## config.mk

```make
export PLATFORM = sky130hd
export DESIGN_NAME = rmsn_ctrl
export DESIGN_NICKNAME = d
export VERILOG_FILES = /design/src/hdl/rmsn_pkg.sv /design/src/hdl/rmsn_ctrl.sv
export SDC_FILE = /design/constraint.sdc
export NUM_CORES = 1
export LEC_CHECK = 0
export BUFFER_PORTS_ARGS = -buffer_cell sky130_fd_sc_hd__buf_2
export CORE_AREA = 2 2 39 41
export CTS_CLUSTER_DIAMETER = 100
export CTS_CLUSTER_SIZE = 14
export DETAILED_ROUTE_END_ITERATION = 10
export DIE_AREA = 0 0 41 43
export PLACE_DENSITY = 0.53
export SLEW_MARGIN = 25
export SYNTH_ARGS = -nofsm -noshare
export SYNTH_HDL_FRONTEND = slang
export SYNTH_SLANG_ARGS = --single-unit
```

## constraint.sdc

```tcl
create_clock -name clock -period 1.45 [get_ports clock]
set_clock_uncertainty 0.1 [all_clocks]
set_input_delay 0.0725 -clock clock [delete_from_list [all_inputs] [get_ports clock]]
set_output_delay 0.0725 -clock clock [all_outputs]
set_load 0.05 [all_outputs]
```

## src/hdl/rmsn_pkg.sv

```systemverilog
// Package for the RMS normalization block: beat payload types, controller
// command and status structs, and shared constants. No dependencies.
package rmsn_pkg;

   localparam int MAX_ROW_LENGTH_DEF = 64;
   localparam int EPS_WIDTH          = 24;
   localparam logic [EPS_WIDTH-1:0] EPS_RESET = 24'd1;

   localparam int DIV_N_WIDTH = 63;
   localparam int DIV_D_WIDTH = 41;

   typedef struct packed {
      logic signed [15:0] sample;
      logic signed [15:0] gain;
      logic               last_in;
   } req_type;

   typedef struct packed {
      logic signed [15:0] normalized;
      logic               last_out;
      logic               row_cut;
   } rsp_type;

   typedef struct packed {
      logic accept;
      logic div_start;
      logic div_sel;
      logic ms_load;
      logic sqrt_start;
      logic issue;
      logic row_clear;
   } cmd_type;

   typedef struct packed {
      logic div_done;
      logic sqrt_done;
      logic issue_end;
      logic pipe_empty;
   } status_type;

endpackage

```

## src/hdl/rmsn_ctrl.sv

```systemverilog
// Controller: sequences load, mean, inverse root and emission of one row.
// Depends on rmsn_pkg for the command and status structs.
module rmsn_ctrl (
   input  logic                 clock,
   input  logic                 reset,
   input  logic                 start,
   input  logic                 req_last,
   output logic                 busy,
   output rmsn_pkg::cmd_type    cmd,
   input  rmsn_pkg::status_type status
);
   import rmsn_pkg::*;

   localparam logic [3:0] ST_IDLE      = 4'd0;
   localparam logic [3:0] ST_DRAIN     = 4'd1;
   localparam logic [3:0] ST_MEAN_GO   = 4'd2;
   localparam logic [3:0] ST_MEAN_WAIT = 4'd3;
   localparam logic [3:0] ST_MS        = 4'd4;
   localparam logic [3:0] ST_INV_GO    = 4'd5;
   localparam logic [3:0] ST_INV_WAIT  = 4'd6;
   localparam logic [3:0] ST_ROOT_GO   = 4'd7;
   localparam logic [3:0] ST_ROOT_WAIT = 4'd8;
   localparam logic [3:0] ST_EMIT      = 4'd9;
   localparam logic [3:0] ST_FLUSH     = 4'd10;

   logic [3:0] state_ff, state_in;

   always_comb begin
      state_in = state_ff;
      cmd      = '0;
      unique case (state_ff)
         ST_IDLE: begin
            cmd.accept = start;
            if (start && req_last) begin
               state_in = ST_DRAIN;
            end
         end
         ST_DRAIN: begin
            state_in = ST_MEAN_GO;
         end
         ST_MEAN_GO: begin
            cmd.div_start = 1'b1;
            state_in      = ST_MEAN_WAIT;
         end
         ST_MEAN_WAIT: begin
            if (status.div_done) begin
               state_in = ST_MS;
            end
         end
         ST_MS: begin
            cmd.ms_load = 1'b1;
            state_in    = ST_INV_GO;
         end
         ST_INV_GO: begin
            cmd.div_start = 1'b1;
            cmd.div_sel   = 1'b1;
            state_in      = ST_INV_WAIT;
         end
         ST_INV_WAIT: begin
            if (status.div_done) begin
               state_in = ST_ROOT_GO;
            end
         end
         ST_ROOT_GO: begin
            cmd.sqrt_start = 1'b1;
            state_in       = ST_ROOT_WAIT;
         end
         ST_ROOT_WAIT: begin
            if (status.sqrt_done) begin
               state_in = ST_EMIT;
            end
         end
         ST_EMIT: begin
            cmd.issue = 1'b1;
            if (status.issue_end) begin
               state_in = ST_FLUSH;
            end
         end
         ST_FLUSH: begin
            if (status.pipe_empty) begin
               cmd.row_clear = 1'b1;
               state_in      = ST_IDLE;
            end
         end
         default: begin
            state_in = ST_IDLE;
         end
      endcase
   end

   always_ff @(posedge clock) begin
      if (reset) begin
         state_ff <= ST_IDLE;
      end else begin
         state_ff <= state_in;
      end
   end

   assign busy = (state_ff != ST_IDLE);

endmodule

```

==> reports/metrics.yaml <==
status: "complete, no violations"
fp.coreArea_mm2: 0.00138
final_cells: 84
reg2reg_to: "state_ff[0]$_SDFFE_PP0P_"
dp_hpwl_um: 650
hold_path.startpoint: "status[3]"
holdPathEnd: "state_ff[1]$_SDFFE_PP0P_"
min_path_type: "primary input to register"
combPwrFrac_pct: 33.3
synth_compound_area_share_pct: 23.7
antenna_cells: 0
cts_buffers: 3
rr_startpoint: "state_ff[1]$_SDFFE_PP0P_"
setup_viol: 0
critPathRequiredTime_ns: 1.28
die_w_um: 41
path_class: "register to primary output"
portBuffers: 15
rows: 14
vdd_drop_max_mv: 0.231
synth_top_family_by_area: "simple AND/OR/NAND/NOR gates"
min_period_ns: 1.39
top_regs: "state_ff: 4 flops"
power_leakage_uw: 0.000242
grt_max_degree: 11
synth_xor_xnor_area_share_pct: 2.52
worstHoldPathCells: 3
clkPwrFrac_pct: 35.0
seq_power_share_pct: 31.7
reg2reg_slack_ns: 0.13
arrival_ns: 1.22
synthMuxAreaShare_pct: 0
p_per_area_mw_per_mm2: 712
top_register: "state_ff"
clk_latency_ns: 0.24
synth_simple_gate_area_share_pct: 41.4
root_buffer: "clkbuf_4"
vias: 417
dieArea_mm2: 0.00176
fmax_mhz: 718
synthAdderAreaFrac_pct: 0
grt_usage_pct: 11.9
reg2regPathDepth: 4
fin_area_um2: 571
gp_congestion: 0.680
start_util_pct: 25.1
ys_seq_area_share_pct: 23.0
fin_crit_sh_pct: 96.1
largest_reg_flops: 4
startpoint_type: "register"
finish.net_count: 78
fp.dieH_um: 43
worst_setup_path_end_kind: "primary output"
num_io_pins: 16
drc: 0
drt-initial-drc-count: 3
via_per_inst: 4.96
cts_setup_buffers: 0
worst_pin_slew_ns: 0.360
power_switching_uw: 140
post_dp_cell_area_um2: 475
hold_viol: 0
grt_pass1_wl_mm: 1.41
cts.reportedPaths.clkPinSlew_ns: 0.04
crit_fanout: 9
cts_tree: "done"
area_growth_pct: 64.0
maxSlewHeadroom_pct: 75.4
total_power_uw: 406
ys_types: 24
final_max_slew_viol_count: 0
synth_area_um2: 348
tns_ns: 0
ctsHtreeMaxLevel: 1
cts_sinks: 4
yosysWarningCount: 0
grt_pass1_vias: 351
avgSynthCellArea_um2: 7.40
grt.overflow.total: 0
antenna_found_initial: 0
ant_nets: 0
p_int_uw: 266
first_pass_iters: 4
wire_per_inst_um: 10.7
ys_ff_latch: 4
cts_buffer_depth: 2
postSynthCellCount: 47
synth.net_count: 55
drv_cap: 0
placed_cells: 80
switching_share_pct: 34.5
drt-total-wl_um: 895
drive_gt1_share_pct: 54.4
-- logic make-up (layout without fill, tap and decap cells) --
logic type      Yosys count  after routing
flops                     4              4
xor+xnor                  1              1
compound gates           12             12
simple gates             25             25
buf+inv                   5             26
-- cell type report --
type                       count  area [µm²]
multi-input combinational     38         275
fill                         145         813
tap                           16        20.0
inverter                       1        3.75
clock buffer                   3        22.5
sequential                     4        92.6
timing repair buffer          22         156
-- per-layer routing --
| metal | track usage, % | share of wire, % |
|---|---|---|
| met1 | 14.1 | 43 |
| met2 | 17.8 | 50 |
| met3 | 3.14 | 5.5 |
| met4 | 8.00 | 2.1 |
| met5 | 0 | 0 |
-- placed cells by master (no fill, tap or decap), drive strengths merged --
| cell type | synthesis | routed |
|---|---|---|
| buf | 4 | 20 |
| nor2 | 7 | 7 |
| a21oi | 5 | 5 |
| nand2 | 4 | 4 |
| clkbuf | 0 | 4 |
| dfxtp | 4 | 4 |
| nor3b | 3 | 3 |
| o21ai | 3 | 3 |
| nand2b | 2 | 2 |
| and3 | 2 | 2 |
| nor3 | 2 | 2 |
| nor2b | 2 | 2 |
| a2111oi | 2 | 2 |
| nor4b | 1 | 1 |
| and4b | 1 | 1 |
| xnor2 | 1 | 1 |
| or3 | 1 | 1 |
| a31o | 1 | 1 |
| inv | 1 | 1 |
| a311oi | 1 | 1 |
| dlygate4sd3 | 0 | 1 |
-- power groups by stage --
stage	Sequential, µW	Clock [µW]	Combinational [µW]
after floorplan	123	0	91.1
after global placement	131	0	120
after detailed placement	131	0	120
after CTS	130	143	128
after global routing	131	151	146
final	129	142	135
-- timing repair --
item / in CTS / in global routing
endpoints found under the hold margin: 3 / 0
setup endpoints to repair: 8 / 7
hold buffers: 1 / 0
gates cloned: 0 / 0
pin swaps: 0 / 1
resized for setup: 10 / 12
-- worst max path at each step --
| stage | start | end | slack [ns] | cells past startpoint |
|---|---|---|---|---|
| after floorplan | state_ff[1]$_SDFFE_PP0P_ | cmd[3] | -0.19 | 2 |
| after global routing | state_ff[0]$_SDFFE_PP0P_ | cmd[3] | -0.001 | 3 |
| after CTS | state_ff[0]$_SDFFE_PP0P_ | cmd[6] | 0.008 | 4 |
| after detailed placement | state_ff[2]$_SDFFE_PP0P_ | state_ff[0]$_SDFFE_PP0P_ | 0.02 | 3 |
| after global placement | state_ff[1]$_SDFFE_PP0P_ | state_ff[0]$_SDFFE_PP0P_ | 0.05 | 3 |
| final | state_ff[0]$_SDFFE_PP0P_ | cmd[3] | 0.06 | 3 |
-- critical path, stage by stage, from the launching register on --
cell	delay, ns
dfxtp_4	0.36
buf_4	0.17
nor4b_4	0.26
buf_6	0.19
-- synth_stat cells (all sizes together) --
cell type	number	area, µm²
a2111oi	2	18.8
a21oi	5	25.0
a311oi	1	15.0
a31o	1	8.76
and3	2	12.5
and4b	1	10.0
buf	4	28.8
dfxtp	4	80.1
inv	1	3.75
nand2	4	15.0
nand2b	2	12.5
nor2	7	28.8
nor2b	2	12.5
nor3	2	10.0
nor3b	3	22.5
nor4b	1	8.76
o21ai	3	15.0
or3	1	11.3
xnor2	1	8.76
-- metrics by stage --
step                setup slack, ns  hold WS, ns  util, %
floorplan                    -0.187       0.0404        -
global placement             0.0476        0.214     34.4
detailed placement           0.0175        0.209     34.4
CTS                         0.00771       0.0674     38.2
global route              -0.000954       0.0836     41.2
finish                       0.0566       0.0686     41.2
Power figures use the tool's default switching activity.
